===== config.mk =====
export PLATFORM = sky130hd
export DESIGN_NAME = tt_fifo
export DESIGN_NICKNAME = d
export VERILOG_FILES = /design/src/hw/rtl/tt_fifo.sv
export SDC_FILE = /design/constraint.sdc
export NUM_CORES = 1
export LEC_CHECK = 0
export ABC_AREA = 1
export BUFFER_PORTS_ARGS = -buffer_cell sky130_fd_sc_hd__buf_2
export CAP_MARGIN = 20
export CORE_AREA = 10 10 53 55
export CTS_BUF_LIST = sky130_fd_sc_hd__clkbuf_8
export CTS_CLUSTER_DIAMETER = 200
export DETAILED_ROUTE_END_ITERATION = 10
export DIE_AREA = 0 0 63 65
export PLACE_DENSITY = 0.81
export SETUP_SLACK_MARGIN = 0.1
export SYNTH_ARGS = -nofsm -noshare
export SYNTH_HDL_FRONTEND = slang
export SYNTH_SLANG_ARGS = --single-unit

===== constraint.sdc =====
create_clock -name i_clk -period 1.04 [get_ports i_clk]
set_clock_uncertainty 0.05 [all_clocks]
set_input_delay 0 -clock i_clk [delete_from_list [all_inputs] [get_ports i_clk]]
set_output_delay 0 -clock i_clk [all_outputs]
set_load 0.005 [all_outputs]

===== src/hw/rtl/tt_fifo.sv =====
// ----------------------------------------------------------------------------
// tt_fifo
// Short first-in first-out queue that decouples the vertex front end from
// the arithmetic back end.
// ----------------------------------------------------------------------------
module tt_fifo #(
    parameter int WIDTH = 8,
    parameter int DEPTH = 2
) (
    input  logic             i_clk,
    input  logic             i_rst_n,
    input  logic             i_push,
    input  logic [WIDTH-1:0] i_data,
    output logic             o_full,
    input  logic             i_pop,
    output logic [WIDTH-1:0] o_data,
    output logic             o_empty
);

    localparam int PW = (DEPTH > 1) ? $clog2(DEPTH) : 1;
    localparam int CW = $clog2(DEPTH + 1);
    localparam logic [PW-1:0] LAST = PW'(DEPTH - 1);

    logic [WIDTH-1:0] r_mem [DEPTH];
    logic [PW-1:0]    r_wptr;
    logic [PW-1:0]    r_rptr;
    logic [CW-1:0]    r_count;

    assign o_full  = (r_count == CW'(DEPTH));
    assign o_empty = (r_count == '0);
    assign o_data  = r_mem[r_rptr];

    always_ff @(posedge i_clk) begin
        if (!i_rst_n) begin
            r_wptr  <= '0;
            r_rptr  <= '0;
            r_count <= '0;
        end else begin
            if (i_push) begin
                r_wptr <= (r_wptr == LAST) ? '0 : r_wptr + 1'b1;
            end
            if (i_pop) begin
                r_rptr <= (r_rptr == LAST) ? '0 : r_rptr + 1'b1;
            end
            if (i_push && !i_pop) begin
                r_count <= r_count + 1'b1;
            end else if (!i_push && i_pop) begin
                r_count <= r_count - 1'b1;
            end
        end
    end

    always_ff @(posedge i_clk) begin
        if (i_push) begin
            r_mem[r_wptr] <= i_data;
        end
    end

endmodule


==> impl_results.md <==
- Status: finished, violations left
- Violated checks: negative setup slack
- First-pass GRT wire length: 2.66 mm
- Grt total ovfl: 0
- IO Count: 22
- CTS tree: built
- Slew Limit Fails: 0
- Worst slew pin tran: between 0.15 and 0.2 ns
- Worst r2r path cells: 2
- DIE AREA: between 0.004 and 0.005 sq mm
- Multi-input logic area: 225 sq um
- Layout cell share with drive strength beyond 1: 47.4%
- Fillers: 134
- Worst Hold Class: in2reg
- Final hold violation count: 0
- Worst path bufs/invs: 2
- Finished Cell Area: 0.00124 sq mm
- Routability cong.: between 0.6 and 0.7
- Cell Chain, Critical Path: buf_12, mux2_4, buf_6
- First DRT Iteration DRCs: 15
- Synthesized cell area: between 800 and 900 sq um
- WL final: between 1.5 and 2 mm
- Synth cell types: 16
- Initial core utilization: 43.2%
- Antenna cells: 0
- Vias in the first global route: approximately 590
- Setup WS pre-CTS: -0.0228 ns
- FMAX: 830 MHz
- RSZ-0062 raised after global routing: yes
- Setup slack after layout: -0.165 ns
- Routed WL per cell: between 10 and 15 um
- Max-cap viol count: 0
- Worst Path Max Fanout: 8
- DRC Markers: 0
- Max VDD drop: just over 0.8 mV
- Worst Path Required: 0.99 ns
- CORE AREA: about 0.0019 sq mm
- Most frequent cells in the layout: edfxtp_1 (16), buf_2 (13), dlygate4sd3_1 (11)
- Avg Cell Area, Syn: ~14 sq um
- WHS Path Cells: 4
- Vias/cell: about 4.5
- Clk sinks: 21
- Clock latency on the worst-skew pair: between 0.2 and 0.3 ns
- Register area share after synthesis: 72.2%
- Root Driver: clkbuf_8
- Leakage: 0.533 nW
- Fin crit period: about 1.2 ns
- Final period utilization: 116%
- DR vias: 560
- Post-synth net total: 71
- Rows: 16
- Largest net degree at the start of global routing: 13
- CTS clk-pin slew, worst paths: 0.07 ns
- Synth warn: 0
- CP Launch Type: flop
- Port Buffers: 21
- Synth-to-layout area growth: 54.7%
- Final ANT Viol Nets: 0
- Worst slew margin: between 80 and 90%
- Slowest CP cell: dfxtp_2
- PwrDens: ~1500 mW/mm^2
- Commonest non-fill, non-tap cell in the layout: edfxtp_1
- 1st-pass router iterations: 4
- Cell Area, Placed: just under 0.001 sq mm
- CP delay by family, top: flip-flops
- Total power: 1.83 mW
- H-tree Lvls: 1
- Antenna violations before repair: 0
- Finish-stage setup viols: 8
- Synth Instances: 58
- Type of element capturing the critical path: output pin
- Final HPWL DP: 1.05 mm
- Nets: 111
- Reg2Reg Setup Slack: 0.10 ns
- Die W: 63 um
- Die extent in y: 65 um
- Sequential cell area: 588 sq um
- All-Layer GR Usage: 8.27%
- CP arrival: 1.15 ns
- Clock Path Buffers: 2
- Synth Register Bits: 21
- Inserted Clock Buffers: 3
- CP max stage delay: 0.34 ns
- CP Class: reg2out
- Cell depth of the worst setup path: 3
[cells in the mapped netlist (all sizes together)]
cell type	number	area (sq um)
nand2	5	21.3
nand3	1	5.00
nor2	7	26.3
dfxtp	5	100
edfxtp	16	480
o21ai	1	5.00
inv	9	33.8
ha	1	12.5
mux2	8	90.1
nor3	1	5.00
xnor2	1	8.76
nand4	1	6.26
a21oi	1	5.00
buf	1	5.00
[stage by stage]
step,instances,hold slack [ns],setup TNS (ns),util [%]
global placement,108,0.141,0,52.4
detailed placement,108,0.142,-0.181,52.4
floorplan,58,0.0489,0,-
CTS,123,0.105,-1.31,66.1
global route,124,0.121,-1.49,66.9
finish,124,0.105,-1.24,66.9
[cell families (layout without fill, tap and decap cells)]
kind of cell / Yosys count / in the layout / share of synthesized area, %
AOI/OAI and AO/OA: 2 / 2 / 1.24
xor gates and xnor gates: 1 / 1 / 1.09
adders and majority gates: 1 / 1 / 1.55
buffers and inverters: 10 / 49 / 4.82
DFF: 21 / 21 / 72.2
muxes: 8 / 8 / 11.2
and+or+nand+nor: 15 / 15 / 7.93
[report_power, final]
| group | switching (mW) | leakage [nW] | total (mW) | internal, mW |
|---|---|---|---|---|
| clock | 0.240 | 0.0255 | 0.506 | 0.266 |
| sequential | 0.0281 | 0.193 | 0.991 | 0.963 |
| combinational | 0.127 | 0.314 | 0.337 | 0.210 |
| total | 0.395 | 0.533 | 1.83 | 1.44 |
[cell type report]
cell class	instances	area share, %
clock inverters	1	0.402
well taps	27	2.71
flip-flops and latches	21	47.2
repair inverters	1	0.603
repair buffers	35	24.7
clock buffers	3	3.32
inverters	9	2.91
multi-input cells	27	18.1
[worst paths after layout]
kind	start	to
setup / recovery	flop	o_data[1]
hold / removal	i_push	r_wptr
hold reg to reg	r_count[0]	r_count[0]
setup reg to reg	r_wptr	r_mem[0][4]
[state kept, by name, summed over array words and instances (netlist names), named ones only]
signal / count
r_mem: 16
r_count: 2
r_rptr: 1
r_wptr: 1
[worst register-to-register path, stage by stage, from the launching register on]
cell and delay [ns]:
dfxtp_4 0.36, nor2_4 0.13, buf_6 0.13
[what timing repair did]
item / in CTS / in global routing
buffers inserted: 0 / 0
cloned: 0 / 1
setup endpoints to repair: 25 / 19
resized for setup: 23 / 4
pin swaps: 1 / 1
hold buffers: 11 / 0
hold endpoints to repair: 21 / 0
[layer usage]
layer	share of wire [%]	track usage (%)	wire length, um
met1	40	8.42	623
met2	50	13.8	778
met3	7.4	3.09	115
met4	2.3	5.87	36
met5	0	0	0
No activity file was read; power rests on OpenSTA's default activity.
