**src/hw/rtl/tt_pkg.sv**
```systemverilog
// ----------------------------------------------------------------------------
// tt_pkg
// Types, constants and helpers shared by the triangle tangent block.
// ----------------------------------------------------------------------------
package tt_pkg;

    localparam int TT_QUEUE_DEPTH = 2;

    typedef logic signed [32:0] t_diff;

    typedef struct packed {
        logic signed [31:0] pos_x;
        logic signed [31:0] pos_y;
        logic signed [31:0] pos_z;
        logic signed [31:0] tex_u;
        logic signed [31:0] tex_v;
    } t_in;

    typedef struct packed {
        logic signed [31:0] tangent_x;
        logic signed [31:0] tangent_y;
        logic signed [31:0] tangent_z;
        logic               degenerate;
    } t_out;

    typedef struct packed {
        t_diff du1;
        t_diff dv1;
        t_diff du2;
        t_diff dv2;
        t_diff dx1;
        t_diff dy1;
        t_diff dz1;
        t_diff dx2;
        t_diff dy2;
        t_diff dz2;
    } t_job;

    typedef enum logic [2:0] {
        B_IDLE,
        B_MUL0,
        B_MUL1,
        B_MUL2,
        B_DSET,
        B_DIV,
        B_DONE
    } t_bstate;

    localparam logic [1:0] AXIS_X = 2'd0;
    localparam logic [1:0] AXIS_Y = 2'd1;
    localparam logic [1:0] AXIS_Z = 2'd2;

    function automatic t_diff diff33(logic signed [31:0] a, logic signed [31:0] b);
        return 33'(a) - 33'(b);
    endfunction

endpackage

```
**src/hw/rtl/tt_front.sv**
```systemverilog
// ----------------------------------------------------------------------------
// tt_front
// Accepts vertex beats, holds the first two corners of each triangle and on
// the third corner queues the edge differences of the triangle.
// ----------------------------------------------------------------------------
module tt_front
    import tt_pkg::*;
(
    input  logic i_clk,
    input  logic i_rst_n,
    input  logic i_valid,
    output logic o_ready,
    input  t_in  i_data,
    output logic o_push,
    output t_job o_job,
    input  logic i_full
);

    logic [1:0] r_count;
    t_in        r_c0;
    t_in        r_c1;
    logic       take;

    assign o_ready = (r_count != 2'd2) || !i_full;
    assign take    = i_valid && o_ready;
    assign o_push  = take && (r_count == 2'd2);

    always_comb begin
        o_job.du1 = diff33(r_c1.tex_u, r_c0.tex_u);
        o_job.dv1 = diff33(r_c1.tex_v, r_c0.tex_v);
        o_job.du2 = diff33(i_data.tex_u, r_c1.tex_u);
        o_job.dv2 = diff33(i_data.tex_v, r_c1.tex_v);
        o_job.dx1 = diff33(r_c1.pos_x, r_c0.pos_x);
        o_job.dy1 = diff33(r_c1.pos_y, r_c0.pos_y);
        o_job.dz1 = diff33(r_c1.pos_z, r_c0.pos_z);
        o_job.dx2 = diff33(i_data.pos_x, r_c1.pos_x);
        o_job.dy2 = diff33(i_data.pos_y, r_c1.pos_y);
        o_job.dz2 = diff33(i_data.pos_z, r_c1.pos_z);
    end

    always_ff @(posedge i_clk) begin
        if (!i_rst_n) begin
            r_count <= 2'd0;
        end else if (take) begin
            r_count <= (r_count == 2'd2) ? 2'd0 : r_count + 2'd1;
        end
    end

    always_ff @(posedge i_clk) begin
        if (take && r_count == 2'd0) begin
            r_c0 <= i_data;
        end
        if (take && r_count == 2'd1) begin
            r_c1 <= i_data;
        end
    end

endmodule

```
**config.mk**
```make
export PLATFORM = sky130hd
export DESIGN_NAME = tt_front
export DESIGN_NICKNAME = d
export VERILOG_FILES = /design/src/hw/rtl/tt_pkg.sv /design/src/hw/rtl/tt_front.sv
export SDC_FILE = /design/constraint.sdc
export NUM_CORES = 1
export LEC_CHECK = 0
export BUFFER_PORTS_ARGS = -buffer_cell sky130_fd_sc_hd__buf_2
export CORE_MARGIN = 2
export CORE_UTILIZATION = 57
export DETAILED_ROUTE_END_ITERATION = 8
export MAX_ROUTING_LAYER = met4
export PLACE_DENSITY = 0.82
export SETUP_SLACK_MARGIN = 0.1
export SYNTH_ARGS = -nofsm -noshare
export SYNTH_HDL_FRONTEND = slang
export SYNTH_SLANG_ARGS = --single-unit
```
**constraint.sdc**
```tcl
create_clock -name i_clk -period 18.2 [get_ports i_clk]
set_input_delay 3.64 -clock i_clk [delete_from_list [all_inputs] [get_ports i_clk]]
set_output_delay 3.64 -clock i_clk [all_outputs]
set_load 0.005 [all_outputs]
```
==> run_results.csv <==
group,metric,value,unit
die,initial_core_util,57.4,%
setup_path,startpoint,"i_data[96]",
setup_path,required,14.56,ns
layout,final_common_cell,"buf_2",
placed_design,routabilityCongestion,0.969,
logic_synthesis,synth_edf_count,320,
logic_synthesis,syn_area,25900,sq um
placed_design,hpwl,60000,microns
logic_synthesis,syn_avg_cell_area,9.52,sq um
logic_synthesis,synth_cells,2724,
logic_synthesis,synth_top_area_share,37.1,%
setup_path,crit_type,"input pin to output pin",
timing,slew_headroom,22.0,%
setup_path,cp-end-kind,"output pin",
layout,finish.instance_area,30500,sq um
routing,via_per_inst,5.80,
routing,via_count,22634,
clock_tree,numCtsBuffers,39,
layout,fin_nets,3741,
placed_design,postPlaceCellArea,29100,sq um
clock_tree,ctsResizeCount,0,
hold_path,hold_start,"r_count[1]",
timing,min_period,10.93,ns
routing,wl_per_cell,19.3,microns
die,die_h,217,microns
clock_tree,cts_buffer_depth,3,
timing,finalCritPeriodShare,60.0,%
pwr,vdd.ir_drop.worst,0.0699,mV
setup_path,crit_fanout,4,
global_route,top_usage_layer,"met2",
clock_tree,cts-root-buf,"clkbuf_16",
clock_tree,clk_latency,0.56,ns
timing,rsz0062_at_grt,"false",
setup_path,cp_slowest_cell,"o21ai_0",
layout,drive_gt1_share,18.0,%
setup_path,slowest_delay,0.70,ns
logic_synthesis,ys.flop_type,"edfxtp_1",
logic_synthesis,ys_seq_area_share,37.2,%
timing,hold_viol_final,0,
hold_path,hold_path_class,"flop to flop",
clock_tree,htreeDepth,2,
timing,tightest_slew,1.17,ns
die,rows,78,
logic_synthesis,ys_top_cells_by_area,"edfxtp_1 37%, ha_1 15%, xnor2_1 6.2%, inv_1 5.9%, a21o_1 4.8%",
clock_tree,cts_tree,"done",
global_route,overflow,0,
layout,fin_util,67.4,%
routing,detail-route-antenna-nets,0,
routing,drc,0,
die,die_w,217,microns
die,io-pin-count,496,
routing,drt_iter0_markers,1487,
global_route,grt.met3_usage,7.27,%
logic_synthesis,ys_ff_latch,322,
die,core,45200,sq um
pwr,power_leakage,14.7,nW
global_route,grtUsageMet2,51.9,%
routing,drtPass1Iterations,5,
setup_path,crit_chain,"buf_2 -> inv_1 -> ha_1 -> fa_1 -> nor2b_1 -> o21ai_0 -> a21boi_0 -> o22ai_1 -> o21ai_0 -> a41oi_1 -> o311ai_0 -> a21o_1 -> xor2_1 -> buf_2",
logic_synthesis,syn_nets,3218,
clock_tree,post_cts_buffers,0,
timing,clock.fmax,91.5,MHz
setup_path,r2r_start,"r_count[1]",
flow_run,maxCapViolCount,0,
pwr,power_density,80.0,nW/um^2
layout,area_growth,17.5,%
setup_path,crit_arrival,7.29,ns
placed_design,io_buffers,495,
setup_path,startpoint_type,"input pin",
global_route,grt_pass1_wl,116000,microns
global_route,antenna_found_initial,23,
logic_synthesis,async_reset_ff_share,0,%
layout,mostFrequentLayoutCells,"495 x buf_2, 406 x inv_1, 320 x ha_1, 320 x edfxtp_1, 232 x a21oi_1",
global_route,first_global_vias,22203,
run_status,status,"completed",
timing,fin_tns_setup,0,ns
timing,fin_skew,0.0129,ns
timing,drv_slew,0,
routing,totalWireLength,75400,microns
die,die-area,47200,sq um
clock_tree,postCtsHoldBufs,0,
logic_synthesis,synth.largest_area_cell,"edfxtp_1",
global_route,grt_use_met1,38.4,%
logic_synthesis,yosys_warnings,0,
clock_tree,path_clk_slew,0.05,ns
global_route,grtUsageTotal,32.0,%
clock_tree,cts_sinks,322,
global_route,grt_max_degree,162,
timing,finalSetupViolations,0,
logic_synthesis,ys_types,81,
## report_power, final
part,leakage (nW),switching [mW],internal [mW]
clock network,0.599,0.325,0.452
logic,11.1,0.451,0.328
registers,3.01,0.0152,0.865
## final timing paths
check | endpoint | slack [ns] | depth (start not counted)
max | o_job[63] | 7.27 | 14
min | r_count[1] | 0.61 | 2
max reg2reg | r_c0[23] | 14.95 | 4
min reg2reg | r_count[1] | 0.61 | 2
## flip-flops by register name, indices dropped and copies added, names as in the netlist
signal,cells
r_c0,160
r_c1,160
r_count,2
## per-layer routing
layer,up-vias,wire [microns]
met5,-,0
met4,0,3550
li1,10889,-
met3,190,5980
met1,10721,30400
met2,834,35500
## per-stage QoR
step                      setup slack [ns]  std cells  total power, mW  hold WS, ns
after floorplan                       2.13       2724             1.37        0.525
after global placement                7.54       3806             1.64        0.584
after detailed placement              7.48       3806             1.66        0.600
after CTS                             7.40       3875             2.44        0.614
after global routing                  6.94       3898             2.55        0.661
final                                 7.27       3901             2.44        0.607
## kinds of logic (layout without fill, tap and decap cells)
group / Yosys count / in the layout / synth area share, %
xor+xnor: 272 / 272 / 9.19
flops: 322 / 322 / 37.2
mux: 2 / 2 / 0.0820
buf+inv: 423 / 974 / 6.13
compound gates: 803 / 803 / 20.5
simple gates: 572 / 572 / 10.6
fa+ha+maj: 330 / 330 / 16.2
other cells: 0 / 26 / 0
## Yosys cell counts, types with 6 or more instances
master    instances
nand4_1          27
nand2b_1         39
inv_1           406
a221o_1           6
ha_1            320
fa_1             10
a21oi_1         232
and3_1           26
a31oi_1          24
nor3_1           31
nor2b_1          39
or3_1             7
edfxtp_1        320
o21bai_1         35
o41ai_1           6
o22ai_1           9
o31ai_1          22
clkbuf_1         16
and2_1            8
or4_1             6
a211o_1           6
nand2_1         134
o21ai_0         127
a211oi_1         16
nor2_1          171
o211ai_1          9
xor2_1           88
a21boi_0         10
o21a_1           58
o31a_1            6
xnor2_1         184
nor4_1            7
a21o_1          166
nand3_1          54
## worst max-delay path, delay by kind of cell
kind / cells / cell delay, ns
adders and majority gates: 2 / 0.64
buffers and inverters: 3 / 0.28
AOI/OAI and AO/OA: 7 / 2.45
xor gates and xnor gates: 1 / 0.15
and+or+nand+nor: 1 / 0.12
## area by class of cell
class	instances	area [sq um]
timing repair buffer	499	2520
multi-input combinational	1979	14700
clock inverter	26	216
antenna	26	65.1
clock buffer	43	1030
sequential	322	9650
tap	600	751
inverter	406	1520
fill	3572	14700
(Power assumes the default switching activity.)
