$ cat src/hw/rtl/tt_pkg.sv
// ----------------------------------------------------------------------------
// tt_pkg
// Types, constants and helpers shared by the triangle tangent block.
// ----------------------------------------------------------------------------
package tt_pkg;

    localparam int TT_QUEUE_DEPTH = 2;

    typedef logic signed [32:0] t_diff;

    typedef struct packed {
        logic signed [31:0] pos_x;
        logic signed [31:0] pos_y;
        logic signed [31:0] pos_z;
        logic signed [31:0] tex_u;
        logic signed [31:0] tex_v;
    } t_in;

    typedef struct packed {
        logic signed [31:0] tangent_x;
        logic signed [31:0] tangent_y;
        logic signed [31:0] tangent_z;
        logic               degenerate;
    } t_out;

    typedef struct packed {
        t_diff du1;
        t_diff dv1;
        t_diff du2;
        t_diff dv2;
        t_diff dx1;
        t_diff dy1;
        t_diff dz1;
        t_diff dx2;
        t_diff dy2;
        t_diff dz2;
    } t_job;

    typedef enum logic [2:0] {
        B_IDLE,
        B_MUL0,
        B_MUL1,
        B_MUL2,
        B_DSET,
        B_DIV,
        B_DONE
    } t_bstate;

    localparam logic [1:0] AXIS_X = 2'd0;
    localparam logic [1:0] AXIS_Y = 2'd1;
    localparam logic [1:0] AXIS_Z = 2'd2;

    function automatic t_diff diff33(logic signed [31:0] a, logic signed [31:0] b);
        return 33'(a) - 33'(b);
    endfunction

endpackage

$ cat src/hw/rtl/tt_back.sv
// ----------------------------------------------------------------------------
// tt_back
// Forms the shared uv cross term and the three per-axis terms on one
// multiplier, divides with a two-bit-per-cycle restoring divider, saturates
// and presents the result in an output register.
// ----------------------------------------------------------------------------
module tt_back
    import tt_pkg::*;
(
    input  logic i_clk,
    input  logic i_rst_n,
    input  logic i_job_empty,
    input  t_job i_job,
    output logic o_job_pop,
    output logic o_valid,
    input  logic i_ready,
    output t_out o_data
);

    t_bstate r_state;
    t_bstate n_state;

    t_job               r_job;
    logic               r_is_a;
    logic [1:0]         r_axis;
    logic signed [65:0] r_prod;
    logic signed [65:0] r_first;
    logic signed [66:0] r_b;
    logic [66:0]        r_den;
    logic               r_a_neg;
    logic               r_neg;
    logic [67:0]        r_rem;
    logic [31:0]        r_numlo;
    logic [31:0]        r_q;
    logic [3:0]         r_cnt;
    logic [31:0]        r_tan [3];
    logic               r_degen;
    logic               r_out_valid;
    t_out               r_out;

    t_diff              mul_a;
    t_diff              mul_b;
    logic signed [65:0] mul_p;
    logic signed [66:0] diff;
    logic [66:0]        diff_mag;
    logic [66:0]        b_mag;
    logic [82:0]        num;
    logic               ovf;
    logic [67:0]        div_rem;
    logic [31:0]        div_numlo;
    logic [31:0]        div_q;
    logic               out_free;
    logic               tan_we;
    logic [31:0]        tan_val;

    function automatic logic [31:0] sat_q(logic neg, logic over, logic [31:0] q);
        logic [31:0] res;
        if (neg) begin
            res = (over || q > 32'h8000_0000) ? 32'h8000_0000 : 32'(-q);
        end else begin
            res = (over || q > 32'h7FFF_FFFF) ? 32'h7FFF_FFFF : q;
        end
        return res;
    endfunction

    always_comb begin
        unique case (r_axis)
            AXIS_X: begin
                mul_a = (r_state == B_MUL0) ? r_job.dv1 : r_job.dx1;
                mul_b = (r_state == B_MUL0) ? r_job.dx2 : r_job.dv2;
            end
            AXIS_Y: begin
                mul_a = (r_state == B_MUL0) ? r_job.dv1 : r_job.dy1;
                mul_b = (r_state == B_MUL0) ? r_job.dy2 : r_job.dv2;
            end
            default: begin
                mul_a = (r_state == B_MUL0) ? r_job.dv1 : r_job.dz1;
                mul_b = (r_state == B_MUL0) ? r_job.dz2 : r_job.dv2;
            end
        endcase
        if (r_is_a) begin
            mul_a = (r_state == B_MUL0) ? r_job.du1 : r_job.dv1;
            mul_b = (r_state == B_MUL0) ? r_job.dv2 : r_job.du2;
        end
    end

    assign mul_p    = mul_a * mul_b;
    assign diff     = 67'(r_first) - 67'(r_prod);
    assign diff_mag = diff[66] ? 67'(-diff) : 67'(diff);
    assign b_mag    = r_b[66] ? 67'(-r_b) : 67'(r_b);
    assign num      = {b_mag[66:0], 16'd0};
    assign ovf      = {16'd0, num} >= {r_den, 32'd0};

    always_comb begin
        div_rem   = r_rem;
        div_numlo = r_numlo;
        div_q     = r_q;
        for (int j = 0; j < 2; j++) begin
            div_rem   = {div_rem[66:0], div_numlo[31]};
            div_numlo = {div_numlo[30:0], 1'b0};
            if (div_rem >= {1'b0, r_den}) begin
                div_rem = div_rem - {1'b0, r_den};
                div_q   = {div_q[30:0], 1'b1};
            end else begin
                div_q   = {div_q[30:0], 1'b0};
            end
        end
    end

    assign out_free  = !r_out_valid || i_ready;
    assign o_valid   = r_out_valid;
    assign o_data    = r_out;

    always_comb begin
        n_state   = r_state;
        o_job_pop = 1'b0;
        tan_we    = 1'b0;
        tan_val   = sat_q(r_neg, 1'b0, div_q);
        unique case (r_state)
            B_IDLE: begin
                if (!i_job_empty) begin
                    o_job_pop = 1'b1;
                    n_state   = B_MUL0;
                end
            end
            B_MUL0: begin
                n_state = B_MUL1;
            end
            B_MUL1: begin
                n_state = B_MUL2;
            end
            B_MUL2: begin
                if (r_is_a) begin
                    n_state = (diff == '0) ? B_DONE : B_MUL0;
                end else begin
                    n_state = B_DSET;
                end
            end
            B_DSET: begin
                if (ovf) begin
                    tan_we  = 1'b1;
                    tan_val = sat_q(r_neg, 1'b1, 32'd0);
                    n_state = (r_axis == AXIS_Z) ? B_DONE : B_MUL0;
                end else begin
                    n_state = B_DIV;
                end
            end
            B_DIV: begin
                if (r_cnt == 4'd15) begin
                    tan_we  = 1'b1;
                    n_state = (r_axis == AXIS_Z) ? B_DONE : B_MUL0;
                end
            end
            B_DONE: begin
                if (out_free) begin
                    n_state = B_IDLE;
                end
            end
            default: begin
                n_state = B_IDLE;
            end
        endcase
    end

    always_ff @(posedge i_clk) begin
        if (!i_rst_n) begin
            r_state     <= B_IDLE;
            r_out_valid <= 1'b0;
        end else begin
            r_state <= n_state;
            if (r_state == B_DONE && out_free) begin
                r_out_valid <= 1'b1;
            end else if (i_ready) begin
                r_out_valid <= 1'b0;
            end
        end
    end

    always_ff @(posedge i_clk) begin
        if (o_job_pop) begin
            r_job  <= i_job;
            r_is_a <= 1'b1;
            r_axis <= AXIS_X;
        end
        if (r_state == B_MUL0 || r_state == B_MUL1) begin
            r_prod <= mul_p;
        end
        if (r_state == B_MUL1) begin
            r_first <= r_prod;
        end
        if (r_state == B_MUL2) begin
            if (r_is_a) begin
                r_den   <= diff_mag;
                r_a_neg <= diff[66];
                r_is_a  <= 1'b0;
                r_degen <= (diff == '0);
                if (diff == '0) begin
                    r_tan[0] <= 32'd0;
                    r_tan[1] <= 32'd0;
                    r_tan[2] <= 32'd0;
                end
            end else begin
                r_b   <= diff;
                r_neg <= (diff != '0) && (diff[66] == r_a_neg);
            end
        end
        if (r_state == B_DSET) begin
            r_rem   <= 68'(num[82:32]);
            r_numlo <= num[31:0];
            r_q     <= 32'd0;
            r_cnt   <= 4'd0;
        end
        if (r_state == B_DIV) begin
            r_rem   <= div_rem;
            r_numlo <= div_numlo;
            r_q     <= div_q;
            r_cnt   <= r_cnt + 4'd1;
        end
        if (tan_we) begin
            r_tan[r_axis] <= tan_val;
            r_axis        <= r_axis + 2'd1;
        end
        if (r_state == B_DONE && out_free) begin
            r_out.tangent_x  <= r_tan[0];
            r_out.tangent_y  <= r_tan[1];
            r_out.tangent_z  <= r_tan[2];
            r_out.degenerate <= r_degen;
        end
    end

`ifndef SYNTHESIS
    a_degen_zero: assert property (@(posedge i_clk) disable iff (!i_rst_n)
        (o_valid && o_data.degenerate) |->
            (o_data.tangent_x == 32'd0 && o_data.tangent_y == 32'd0
             && o_data.tangent_z == 32'd0))
        else $error("degenerate result carries a nonzero tangent");

    a_den_nonzero: assert property (@(posedge i_clk) disable iff (!i_rst_n)
        (r_state == B_DSET || r_state == B_DIV) |-> (r_den != '0))
        else $error("division started with a zero divisor");

    a_rem_below: assert property (@(posedge i_clk) disable iff (!i_rst_n)
        (r_state == B_DIV) |-> (r_rem < {1'b0, r_den}))
        else $error("divider remainder not below divisor");

    a_axis_range: assert property (@(posedge i_clk) disable iff (!i_rst_n)
        (r_state == B_DSET || r_state == B_DIV) |-> (r_axis != 2'd3))
        else $error("axis index out of range during division");
`endif

endmodule

$ cat config.mk
export PLATFORM = sky130hd
export DESIGN_NAME = tt_back
export DESIGN_NICKNAME = d
export VERILOG_FILES = /design/src/hw/rtl/tt_pkg.sv /design/src/hw/rtl/tt_back.sv
export SDC_FILE = /design/constraint.sdc
export NUM_CORES = 2
export LEC_CHECK = 0
export BUFFER_PORTS_ARGS = -buffer_cell sky130_fd_sc_hd__clkbuf_2
export CAP_MARGIN = 15
export CORE_AREA = 2 2 603 605
export CTS_CLUSTER_DIAMETER = 40
export DETAILED_ROUTE_END_ITERATION = 7
export DIE_AREA = 0 0 605 607
export PLACE_DENSITY = 0.5
export SETUP_SLACK_MARGIN = 0.15
export SYNTH_ARGS = -nofsm -noshare
export SYNTH_HDL_FRONTEND = slang
export SYNTH_SLANG_ARGS = --single-unit
$ cat constraint.sdc
create_clock -name i_clk -period 39.8 [get_ports i_clk]
set_input_delay 3.98 -clock i_clk [delete_from_list [all_inputs] [get_ports i_clk]]
set_output_delay 3.98 -clock i_clk [all_outputs]
set_load 0.05 [all_outputs]
==> summary.md <==
| Metric | Value |
|---|---|
| Detailed placer's ending HPWL | `221000 µm` |
| Post-synthesis adder-cell area fraction | `32.3%` |
| Seq/Total Area, Yosys | `30.6%` |
| Worst reg2reg endpoint | `r_prod[61]$_DFFE_PP_` |
| Pin count of the biggest net entering global routing | `129` |
| Critical Path Source Type | `flip-flop` |
| Wirelength per Cell | `20.0 µm` |
| Status | `finished clean` |
| Die Span Y | `607 µm` |
| Stages on worst setup path | `33` |
| Total setup buffers inserted after CTS | `0` |
| Simple logic cell fraction of the synthesized area | `12.9%` |
| Mapped Area | `89700 µm²` |
| CTS H-Tree Depth | `4` |
| R2r setup slk | `27.68 ns` |
| Most frequent CP cell | `fa_1` |
| Critical-path maximum fanout | `50` |
| Final Core Density | `28.6%` |
| Clock Sinks | `916` |
| Total number of vias | `66479` |
| Commonest non-fill, non-tap cell in the layout | `inv_1` |
| Syn Area/Cell | `9.90 µm²` |
| Detailed Route Iter0 Violations | `4914` |
| Xor and xnor area share after synthesis | `3.81%` |
| Hold-fix buffers, CTS | `0` |
| Post-layout minimum cycle time | `12.12 ns` |
| Fmax | `82.5 MHz` |
| Clk_lat worst skew | `0.87 ns` |
| Via count of the first global-routing pass | `69277` |
| Initial antenna violation count | `24` |
| Area grow syn2layout | `15.0%` |
| Crit share post-route | `30.5%` |
| Layout cells sized above 1 | `10.4%` |
| Worst Path Arrival | `12.67 ns` |
| CORE AREA | `361000 µm²` |
| Endpoints failing setup | `0` |
| Post-Synthesis Cells | `9065` |
| Final wirelength | `286000 µm` |
| # DRC | `0` |
| Mux contribution to synthesized area | `1.90%` |
| Inserted Clock Buffers | `159` |
| Commonest non-fill, non-tap cells in the layout | `inv_1 (1394), fa_1 (1148), nor2_1 (964)` |
| CTS tree | `yes` |
| Slowest CP cell | `a21o_1` |
| Clk buf depth | `4` |
| First-pass GRT wire length | `435000 µm` |
| Row count | `221` |
| CP endpoint | `r_prod[61]$_DFFE_PP_` |
| Placer Congestion | `0.871` |
| Normalized max-slew margin | `22.2%` |
| Total gr overflow | `0` |
| Post-synth EDFFs | `911` |
| Pre-antenna DRT Iters | `6` |
| Initial Util | `24.9%` |
| Tot GR Track Use | `15.5%` |
| Reg2Reg Depth | `33` |
| Worst path required time | `40.34 ns` |
| Post-synth net total | `11023` |
| IO Pins | `433` |
| Buffers plus inverters on the worst setup path | `7` |
| CP Capture Type | `flip-flop` |
| Max_cap viols | `0` |
| DRT antenna net count | `0` |
| Setup tns final | `0 ns` |
| Critical path type | `flip-flop to flip-flop` |
| Final #Nets | `11321` |
| Die area | `367000 µm²` |
| Largest family of logic cells by synthesized area | `adder cells` |
| Clock root buffer master | `clkbuf_16` |
| Worst-Margin Slew | `1.17 ns` |
| CP startpoint | `r_state[2]$_SDFFE_PN0P_` |
| Max-slew violation count | `0` |
| CTS resizes | `0` |
| Synthesis Warnings | `0` |
| Most used DFF post-synth | `edfxtp_1` |
| Clk_skew | `0.115 ns` |
| WHS | `0.408 ns` |
| Unrepaired setup endpoints after global routing | `false` |
| Critical path's top delay family | `compound AO/OA/AOI/OAI gates` |
| CP max stage delay | `0.90 ns` |
| Synth unique cells | `98` |
| Compound-Gate Fraction of Synth Area | `11.0%` |
| CTS clk-pin slew, worst paths | `0.05 ns` |
| Final hold vios | `0` |
| Async S/R FF share, synth | `0%` |
| Vias/cell | `4.65` |
| FF-to-FF Start | `r_state[2]$_SDFFE_PN0P_` |
| Die W | `605 µm` |
| Port Buffers | `432` |
| Worst Hold Class | `flip-flop to flip-flop` |
| Yosys reg bits | `916` |
## cells by family after synthesis
logic type	after synthesis
buffers and inverters	1807
flip-flops	916
multiplexers	163
AND/OR/NAND/NOR	2619
XOR/XNOR	390
AO/OA/AOI/OAI	1546
adder cells (fa/ha/maj)	1624
## worst min-delay path by stage
stage,depth (start not counted),from,slack [ns],end
final,0,r_tan[1][22]$_SDFFCE_PN0P_,0.41,o_data[55]$_DFFE_PP_
after global routing,0,r_tan[0][3]$_SDFFCE_PN0P_,0.42,o_data[68]$_DFFE_PP_
after floorplan,0,r_degen$_DFFE_PP_,0.40,o_data[0]$_DFFE_PP_
after global placement,0,r_tan[0][4]$_SDFFCE_PN0P_,0.40,o_data[69]$_DFFE_PP_
after CTS,0,r_tan[1][22]$_SDFFCE_PN0P_,0.41,o_data[55]$_DFFE_PP_
after detailed placement,0,r_tan[2][23]$_SDFFCE_PN0P_,0.40,o_data[24]$_DFFE_PP_
## final cells by class
cell class	count	area [µm²]
Clock buffer	179	4050
Antenna cell	8	20.0
Sequential cell	916	27500
Timing Repair Buffer	545	3020
Fill cell	37924	258000
Clock inverter	110	1470
Tap cell	4794	6000
Multi-Input combinational cell	6342	55900
Inverter	1399	5250
## cells in the mapped netlist, types with 69 or more instances
cell type | instances | share of area, %
ha_1 | 476 | 6.6
nand2b_1 | 69 | 0.48
fa_1 | 1148 | 26
a21o_1 | 167 | 1.4
nand2_1 | 956 | 4.0
xnor2_1 | 256 | 2.5
a21oi_1 | 480 | 2.7
inv_1 | 1396 | 5.8
xor2_1 | 134 | 1.3
edfxtp_1 | 911 | 30
mux2i_1 | 106 | 1.2
nor2_1 | 966 | 4.0
o21ai_0 | 313 | 1.7
nand4_1 | 82 | 0.57
clkbuf_1 | 359 | 1.5
nand3_1 | 122 | 0.68
nor3_1 | 77 | 0.43
## sequential cells by signal, indices dropped and copies added, names as in the netlist
register,flops
r_cnt,4
o_valid,1
r_b,67
r_rem,67
r_first,66
r_tan,96
r_q,30
r_den,67
r_neg,1
r_a_neg,1
r_axis,2
r_is_a,1
r_prod,66
r_numlo,16
r_state,3
r_job,330
r_degen,1
o_data,97
## metrics by stage
| step | instance area (µm²) | worst slack [ns] | cells |
|---|---|---|---|
| 3_3_place_gp | 97600 | 27.84 | 13995 |
| 4_1_cts | 103000 | 27.74 | 14284 |
| 2_1_floorplan | 89700 | 8.53 | 9065 |
| 5_1_grt | 103000 | 26.57 | 14288 |
| 6_report | 103000 | 27.68 | 14293 |
| 3_5_place_dp | 97600 | 27.72 | 13995 |
## layer usage
layer | share of wire [%] | global-route usage, %
met1 | 42 | 19.7
met2 | 46 | 25.7
met3 | 6.8 | 3.17
met4 | 4.3 | 6.12
met5 | 0.060 | 0
Power is not shown: default switching activity piles up to over one toggle a cycle in this logic, so the estimate is an artifact.
